`src/sv/slot_pool_with_fifo_waiters_assert.svh`:
```
// Assertion macros shared by the slot pool RTL.
`ifndef SLOT_POOL_WITH_FIFO_WAITERS_ASSERT_SVH
`define SLOT_POOL_WITH_FIFO_WAITERS_ASSERT_SVH

// Condition must hold at every clock edge out of reset.
`define SPW_ASSERT_ALWAYS(name, clk, rst_n, cond, msg) \
    name: assert property (@(posedge clk) disable iff (!rst_n) (cond)) else $error(msg);

// Antecedent implies consequent in the same cycle.
`define SPW_ASSERT_IMPLIES(name, clk, rst_n, ante, cons, msg) \
    name: assert property (@(posedge clk) disable iff (!rst_n) (ante) |-> (cons)) else $error(msg);

// Antecedent implies consequent in the next cycle.
`define SPW_ASSERT_NEXT(name, clk, rst_n, ante, cons, msg) \
    name: assert property (@(posedge clk) disable iff (!rst_n) (ante) |=> (cons)) else $error(msg);

`endif

```
`src/sv/spw_pkg.sv`:
```
// Package for the slot pool: field widths, codes, defaults and payload types.
package spw_pkg;

    // Default sizing
    localparam int SLOTS_DEF      = 16;
    localparam int WAIT_DEPTH_DEF = 16;

    // Payload field widths
    localparam int OP_W     = 1;
    localparam int TAG_W    = 8;
    localparam int SLOT_IDX_W = 4;
    localparam int STATUS_W = 3;

    // Operation codes
    localparam logic [OP_W-1:0] OP_REQUEST = 1'b0;
    localparam logic [OP_W-1:0] OP_RELEASE = 1'b1;

    // Result status codes
    localparam logic [STATUS_W-1:0] ST_GRANTED  = 3'd0;
    localparam logic [STATUS_W-1:0] ST_QUEUED   = 3'd1;
    localparam logic [STATUS_W-1:0] ST_HANDED   = 3'd2;
    localparam logic [STATUS_W-1:0] ST_FREED    = 3'd3;
    localparam logic [STATUS_W-1:0] ST_REJECTED = 3'd4;

    // Incoming request
    typedef struct packed {
        logic [OP_W-1:0]       operation;
        logic [TAG_W-1:0]      requester_tag;
        logic [SLOT_IDX_W-1:0] slot_index;
    } cmd_t;

    // Outgoing result
    typedef struct packed {
        logic [STATUS_W-1:0]   status;
        logic [TAG_W-1:0]      grant_tag;
        logic [SLOT_IDX_W-1:0] grant_slot;
    } rsp_t;

endpackage

```
`src/sv/slot_pool_with_fifo_waiters.sv`:
```
// Slot pool allocator with a FIFO of waiting requesters (top level).
//
// A request is handled in an accept cycle and an execute cycle: in the accept
// cycle the waiter memory is read at the head pointer, and in the execute cycle
// (busy high) the block decides, updates the busy map and pointers and writes
// a queued tag into the waiter memory. The result appears for exactly one
// cycle with done high on the cycle after that, and a new request can be
// accepted in that same cycle; no new request is taken while one executes,
// as the waiter memory read is registered. The receiver cannot stall: a result
// must be taken in the cycle that done is high. A request takes the lowest
// free slot or queues its tag (rejected when the queue is full); a release
// hands the slot to the oldest waiter or frees it (out of range: no change).
module slot_pool_with_fifo_waiters #(
    parameter int SLOTS      = spw_pkg::SLOTS_DEF,
    parameter int WAIT_DEPTH = spw_pkg::WAIT_DEPTH_DEF
) (
    input  logic          clk,
    input  logic          rst_n,
    input  logic          start,
    output logic          busy,
    input  spw_pkg::cmd_t cmd,
    output logic          done,
    output spw_pkg::rsp_t result
);

    localparam int SLOT_W = (SLOTS > 1) ? $clog2(SLOTS) : 1;
    localparam int PTR_W  = (WAIT_DEPTH > 1) ? $clog2(WAIT_DEPTH) : 1;
    localparam int CNT_W  = $clog2(WAIT_DEPTH + 1);

    localparam logic S_IDLE = 1'b0;
    localparam logic S_EXEC = 1'b1;

    // Control state
    logic                state_reg, state_next;
    logic [SLOTS-1:0]    busy_map_reg, busy_map_next;
    logic [PTR_W-1:0]    head_reg, head_next;
    logic [PTR_W-1:0]    tail_reg, tail_next;
    logic [CNT_W-1:0]    count_reg, count_next;
    logic                done_reg, done_next;

    // Payload registers
    spw_pkg::cmd_t       cmd_reg;
    spw_pkg::rsp_t       rsp_reg, rsp_next;

    // Waiter memory
    logic [spw_pkg::TAG_W-1:0] waiter_mem [WAIT_DEPTH];
    logic [spw_pkg::TAG_W-1:0] rd_data_reg;
    logic                      wr_en;

    // Find-first-free results
    logic                          any_free;
    logic [SLOT_W-1:0]             free_idx;
    logic [spw_pkg::SLOT_IDX_W-1:0] free_slot;

    logic accept;
    logic in_range;

    assign accept = start && (state_reg == S_IDLE);
    assign busy   = (state_reg == S_EXEC);
    assign done   = done_reg;
    assign result = rsp_reg;

    // Lowest free slot
    always_comb
    begin
        any_free  = 1'b0;
        free_idx  = '0;
        free_slot = '0;
        for (int i = SLOTS - 1; i >= 0; i--)
        begin
            if (!busy_map_reg[i])
            begin
                any_free  = 1'b1;
                free_idx  = SLOT_W'(i);
                free_slot = spw_pkg::SLOT_IDX_W'(i);
            end
        end
    end

    assign in_range = (32'(cmd_reg.slot_index) < 32'(SLOTS));

    // Decide and update in the execute cycle
    always_comb
    begin
        state_next    = state_reg;
        busy_map_next = busy_map_reg;
        head_next     = head_reg;
        tail_next     = tail_reg;
        count_next    = count_reg;
        done_next     = 1'b0;
        rsp_next      = rsp_reg;
        wr_en         = 1'b0;

        case (state_reg)
            S_IDLE:
            begin
                if (accept)
                begin
                    state_next = S_EXEC;
                end
            end
            S_EXEC:
            begin
                state_next          = S_IDLE;
                done_next           = 1'b1;
                rsp_next.grant_tag  = '0;
                rsp_next.grant_slot = '0;
                if (cmd_reg.operation == spw_pkg::OP_REQUEST)
                begin
                    if (any_free)
                    begin
                        busy_map_next       = busy_map_reg | (SLOTS'(1) << free_idx);
                        rsp_next.status     = spw_pkg::ST_GRANTED;
                        rsp_next.grant_tag  = cmd_reg.requester_tag;
                        rsp_next.grant_slot = free_slot;
                    end
                    else if (count_reg == CNT_W'(WAIT_DEPTH))
                    begin
                        rsp_next.status = spw_pkg::ST_REJECTED;
                    end
                    else
                    begin
                        wr_en           = 1'b1;
                        tail_next       = (tail_reg == PTR_W'(WAIT_DEPTH - 1)) ?
                                          '0 : tail_reg + PTR_W'(1);
                        count_next      = count_reg + CNT_W'(1);
                        rsp_next.status = spw_pkg::ST_QUEUED;
                    end
                end
                else if (!in_range)
                begin
                    rsp_next.status = spw_pkg::ST_FREED;
                end
                else if (count_reg != '0)
                begin
                    // hand the slot straight to the oldest waiter
                    head_next           = (head_reg == PTR_W'(WAIT_DEPTH - 1)) ?
                                          '0 : head_reg + PTR_W'(1);
                    count_next          = count_reg - CNT_W'(1);
                    busy_map_next       = busy_map_reg | (SLOTS'(1) << cmd_reg.slot_index);
                    rsp_next.status     = spw_pkg::ST_HANDED;
                    rsp_next.grant_tag  = rd_data_reg;
                    rsp_next.grant_slot = cmd_reg.slot_index;
                end
                else
                begin
                    busy_map_next   = busy_map_reg & ~(SLOTS'(1) << cmd_reg.slot_index);
                    rsp_next.status = spw_pkg::ST_FREED;
                end
            end
            default:
            begin
                state_next = S_IDLE;
            end
        endcase
    end

    // Control registers
    always_ff @(posedge clk or negedge rst_n)
    begin
        if (!rst_n)
        begin
            state_reg    <= S_IDLE;
            busy_map_reg <= '0;
            head_reg     <= '0;
            tail_reg     <= '0;
            count_reg    <= '0;
            done_reg     <= 1'b0;
        end
        else
        begin
            state_reg    <= state_next;
            busy_map_reg <= busy_map_next;
            head_reg     <= head_next;
            tail_reg     <= tail_next;
            count_reg    <= count_next;
            done_reg     <= done_next;
        end
    end

    // Payload registers
    always_ff @(posedge clk)
    begin
        if (accept)
        begin
            cmd_reg <= cmd;
        end
        rsp_reg <= rsp_next;
    end

    // Waiter memory: one write port, one registered read at the head
    always_ff @(posedge clk)
    begin
        if (wr_en)
        begin
            waiter_mem[tail_reg] <= cmd_reg.requester_tag;
        end
        rd_data_reg <= waiter_mem[head_reg];
    end

`include "slot_pool_with_fifo_waiters_assert.svh"

    `SPW_ASSERT_ALWAYS(a_count_bound, clk, rst_n, count_reg <= CNT_W'(WAIT_DEPTH), "waiter count beyond queue depth")
    `SPW_ASSERT_IMPLIES(a_wait_all_busy, clk, rst_n, count_reg != '0, &busy_map_reg, "waiters queued while a slot is free")
    `SPW_ASSERT_NEXT(a_exec_done, clk, rst_n, state_reg == S_EXEC, done_reg && state_reg == S_IDLE, "execute cycle gave no result")
    `SPW_ASSERT_NEXT(a_accept_exec, clk, rst_n, accept, state_reg == S_EXEC && !done_reg, "accepted request not executed")

endmodule

```
`config.mk`:
```
export PLATFORM = sky130hd
export DESIGN_NAME = slot_pool_with_fifo_waiters
export DESIGN_NICKNAME = d
export VERILOG_FILES = /design/src/sv/spw_pkg.sv /design/src/sv/slot_pool_with_fifo_waiters.sv
export VERILOG_INCLUDE_DIRS = /design/src /design/src/sv
export SDC_FILE = /design/constraint.sdc
export NUM_CORES = 1
export LEC_CHECK = 0
export BUFFER_PORTS_ARGS = -buffer_cell sky130_fd_sc_hd__buf_2
export CORE_ASPECT_RATIO = 1.4
export CORE_UTILIZATION = 50
export DETAILED_ROUTE_END_ITERATION = 7
export MAX_ROUTING_LAYER = met4
export PLACE_DENSITY = 0.64
export SETUP_SLACK_MARGIN = 0.15
export SYNTH_ARGS = -nofsm -noshare
export SYNTH_HDL_FRONTEND = slang
export SYNTH_SLANG_ARGS = --single-unit
```
`constraint.sdc`:
```
create_clock -name clk -period 3.14 [get_ports clk]
set_clock_uncertainty 0.15 [all_clocks]
set_input_delay 0.628 -clock clk [delete_from_list [all_inputs] [get_ports clk]]
set_output_delay 0.628 -clock clk [all_outputs]
set_load 0.03 [all_outputs]
```
======== Yosys cells after proc, flatten, opt, wreduce, memory -nomap -nowiden ========
Memory sizes are Yosys's and may differ from the RTL's. A register that Yosys moved wholly into a read port is not among the register bits.
Cells that the tools add are included.
storage, ports and cells
  bits in registers ....................... 59
  memory bits (writable) .................. 128
  input bits .............................. 16
  memories kept ........................... 1
memories
  name        words  bits a word  read ports  clocked after Yosys merged registers in  write ports  RTL line                           RTL
  waiter_mem  16     8            1           1                                        1            slot_pool_with_fifo_waiters.sv:46  logic [spw_pkg::TAG_W-1:0] waiter_mem [WAIT_DEPTH];
operators by class
  add/sub/neg operators ................... 4
  equality and inequality tests ........... 6
  shifts and indexed selects .............. 2
  multiplexer cells ....................... 56
  bitwise logic cells ..................... 8
  reduce and logical (&&, ||, !) cells .... 7
operators by type and width
  kind                  count
  $mux 4                18
  $mux 16               3
  $or 16x16->16         2
  $shl 1x4->16 const A  2
  $mux 1                25
  $mux 12               2
  $mux 5                4
  $and 16x16->16        1
  $not 16->16           1
  $mux 15               1
  $add 4x1->4 const B   2
  $eq 4x4->1 const B    2
  $reduce_and 4->1      2
  $mux 3                2
  $add 5x1->5 const B   1
  $eq 5x5->1 const B    1
  $reduce_bool 5->1     1
  $sub 5x1->5 const B   1
  $ne 2x2->1 const B    2
  $not 1->1             4
  $reduce_and 3->1      1
  $ne 2x1->1 const B    1
  $pmux 1 s2            1
  $reduce_and 2->1      1
  other kinds (2)       2

======== Depth between registers and ports, before layout ========
  depth after elaboration ................. 21
  depth in mapped cells ................... 8

======== Worst setup path before layout ========
Ideal clock, no wire load.
  kind .................................... register -> register
  start point ............................. reg state_reg (netlist: busy)
  end point ............................... mem waiter_mem[3][0] (netlist bit) (enable)
  arrival ................................. 2237 ps
  path slack .............................. 370 ps
  stages on the path, launching flop included .. 5
  path through ............................ dfrtp_1 and4_4 buf_6 nand2_1 nor3_1
between the ends
  word-level cells in the longest chain between the ends .. 3
RTL lines
  what                          RTL line                            RTL
  start: declaration            slot_pool_with_fifo_waiters.sv:34   logic state_reg, state_next;
  start signal: assignment      slot_pool_with_fifo_waiters.sv:172  state_reg <= state_next;
  $mux 1                        slot_pool_with_fifo_waiters.sv:94   case (state_reg)
  $mux 1                        slot_pool_with_fifo_waiters.sv:194  if (wr_en)
  $mux 1 (implied by the code)  slot_pool_with_fifo_waiters.sv:196  waiter_mem[tail_reg] <= cmd_reg.requester_tag;
  end: declaration              slot_pool_with_fifo_waiters.sv:46
Every way passes these cells.

==> results.toml <==
[power]
p_sw_share_pct = 22.38
vdd_drop_max_uv = 451.9
p_int_w = 0.004175
clkPwrFrac_pct = 40.3
power.density_mw_per_mm2 = 575.6
p_comb_share_pct = 5.3
p_leak_nw = 3.244
finalPower_w = 0.005379
p_switching_w = 0.001204
p_seq_share_pct = 54.4

[detailed_routing]
drt_first_pass_iters = 4
vias_per_cell = 6.068
drtIter0Drc = 319
drtAntennaViolNets = 0
wl_per_cell_um = 22.54
drc = 0
vias = 5018
wl_mm = 18.64

[yosys]
synth_warnings = 0
syn_inst = 565
synth_area_per_cell_um2 = 14.63
async_flop_share_pct = 15.90
synth_edf_count = 156
syn_area_mm2 = 0.008268
yosysUniqueCellTypes = 64
ys.flop_type = "edfxtp_1"
synth_seq_cells = 195
syn_nets = 590
yosysSeqAreaShare_pct = 67.98

[clock_network]
cts_inserted_buffers = 17
insertion_delay_ps = 430
cts_buffer_depth = 2
cts_tree = "yes"
cts_max_level = 4
clk_pin_slew_ps = 70
cts_num_sinks = 195
cts.hold.buffers_added = 0
cts_setup_buffers = 0
ctsResizeCount = 0
root_buffer = "clkbuf_16"

[finish]
multi_input_area_mm2 = 0.002480
fin_util_pct = 57.78
drive_gt1_share_pct = 20.38
syn_to_final_growth_pct = 13.01
seq_area_mm2 = 0.005622
largest_reg_flops = 128
nets = 640
num_antenna_cells = 0
fill_cells = 1267

[setup_path]
cp-end-kind = "flip-flop"
crit_family = "compound AO/OA/AOI/OAI gates"
cp_max_fo = 14
crit_buf_inv = 0
required_ps = 3330
worst-setup-path-type = "flip-flop to flip-flop"
reg2reg_setup_slack_ps = 680
worstSetupStartpointType = "flip-flop"
path_cells = "nor3_4 -> a21boi_1 -> nand3_1 -> o221ai_1"
cp_slowest_cell = "a21boi_1"
arrival_ps = 2650
cp_slowest_stage_delay_ps = 950

[die]
dieArea_mm2 = 0.01706
core-area_mm2 = 0.01617
die_y_um = 154.2
ios = 33
start_util_pct = 51.13
die-width_um = 110.7
num_rows = 55

[sta]
setup_slack_ps = 683.0
slew_violations = 0
hold_viol = 0
tns_ps = 0
period_share_pct = 78.25
min_period_ps = 2457
rsz0062_at_grt = "no"
maxSlewHeadroom_pct = 19.93
setup_viol = 0
timing.fmax_mhz = 407.0
tightest_slew_ps = 1198

[global_routing]
grt_pass1_vias = 5158
grt.total_usage_pct = 23.92
overflow = 0
antenna_found_initial = 0
grt_pass1_wl_mm = 29.20
grt_max_degree = 33

[outcome]
status = "completed"

[place]
io_buffers = 32
gp_congestion = 0.9805
dp_hpwl_mm = 12.64
dpl_worst_slack_ps = 778.8

[flow_run]
cap_violations = 0

[hold_path]
hp-class = "input pin to asynchronous set/reset pin"
[power by group through the flow]
stage                     clock [W]  sequential, W  combinational [W]
after global placement            0        0.00298           0.000283
after global routing        0.00230        0.00293           0.000307
after floorplan                   0        0.00298           0.000155
after detailed placement          0        0.00298           0.000283
final                       0.00217        0.00292           0.000285
after CTS                   0.00220        0.00293           0.000284
[worst paths after layout]
check                               startpoint      endpoint  cells after the start
worst min register to register  rd_data_reg[1]     result[5]                      1
worst max-delay path               cmd_reg[12]     flip-flop                      4
min in group clk                        cmd[9]    cmd_reg[9]                      1
worst min-delay path                     rst_n  count_reg[0]                      1
worst max register to register     cmd_reg[12]     flip-flop                      4
max in group asynchronous                rst_n   head_reg[0]                      1
[kinds of logic after synthesis]
logic type               Yosys count  share of synthesized area, %
adder cells (fa/ha/maj)            9                         1.453
AND/OR/NAND/NOR                  137                         8.338
flip-flops                       195                         67.98
buffers and inverters             36                         2.028
XOR/XNOR                           7                        0.7415
AO/OA/AOI/OAI                    130                         10.74
multiplexers                      51                         8.717
[cells in the final DEF (no fill, tap or decap), types with 4 or more instances in the layout]
| cell type | instances |
|---|---|
| dfxtp_1 | 8 |
| a31oi_1 | 5 |
| xnor2_1 | 4 |
| a22oi_1 | 8 |
| clkbuf_16 | 17 |
| a21oi_1 | 24 |
| nor3_1 | 10 |
| o21ai_0 | 36 |
| a221oi_1 | 8 |
| o31ai_1 | 7 |
| a21o_1 | 5 |
| ha_1 | 8 |
| edfxtp_1 | 156 |
| nand3_1 | 14 |
| buf_2 | 32 |
| nor2b_1 | 5 |
| mux2i_1 | 27 |
| a22o_1 | 10 |
| mux2_2 | 8 |
| nor2_1 | 29 |
| nand2b_1 | 5 |
| nand4_1 | 4 |
| and3_1 | 4 |
| nand2_1 | 47 |
| buf_4 | 24 |
| inv_1 | 10 |
| mux4_2 | 16 |
| dfrtp_1 | 30 |
[metal layers]
metal  global-route usage [%]  vias up  share of wire (%)  wire [um]
met5                        -        -                  0          0
met4                    14.10        0                4.4        813
met3                    3.823       47                3.8        710
met2                    41.11      130                 54       9978
met1                    26.19     2539                 38       7136
li1                         -     2302                  -          -
[metrics by stage]
step | hold slack, ps | std cells | area, um2
detailed placement | 359.5 | 795 | 8748
global placement | 354.4 | 795 | 8748
global route | 163.7 | 827 | 9344
finish | 119.1 | 827 | 9344
CTS | 131.1 | 827 | 9344
floorplan | 182.4 | 565 | 8268
[Yosys cell counts, drive strengths merged, types with 2 or more instances]
cell | n | share of area [%]
xnor2 | 4 | 0.42
o221ai | 3 | 0.32
a21oi | 26 | 1.8
inv | 10 | 0.45
nand3 | 15 | 1.1
nand4 | 6 | 0.61
nor2 | 32 | 1.5
a22oi | 8 | 0.73
a31oi | 5 | 0.38
and3 | 4 | 0.30
o31ai | 7 | 0.64
nand2b | 5 | 0.38
dfxtp | 8 | 1.9
mux4 | 16 | 4.4
a211oi | 2 | 0.18
nand3b | 2 | 0.18
a21o | 5 | 0.45
nor4 | 2 | 0.15
o21ai | 38 | 2.4
and4 | 2 | 0.24
nor3 | 12 | 0.92
a311oi | 3 | 0.32
nand2 | 47 | 2.1
ha | 8 | 1.2
a22o | 10 | 1.1
a221oi | 8 | 0.85
clkbuf | 12 | 0.54
edfxtp | 156 | 57
dfrtp | 31 | 9.4
xor2 | 3 | 0.32
mux2 | 8 | 1.1
mux2i | 27 | 3.3
buf | 14 | 1.0
and2 | 3 | 0.23
nor2b | 5 | 0.38
o21a | 2 | 0.18
[cell type report]
cell class / count / area share [%]
timing repair buffer: 57 / 3.856
tap: 199 / 2.665
multi-input combinational: 334 / 26.54
clock buffer: 21 / 5.035
sequential: 195 / 60.16
clock inverter: 11 / 1.339
inverter: 10 / 0.4017
Power figures use the tool's default switching activity.
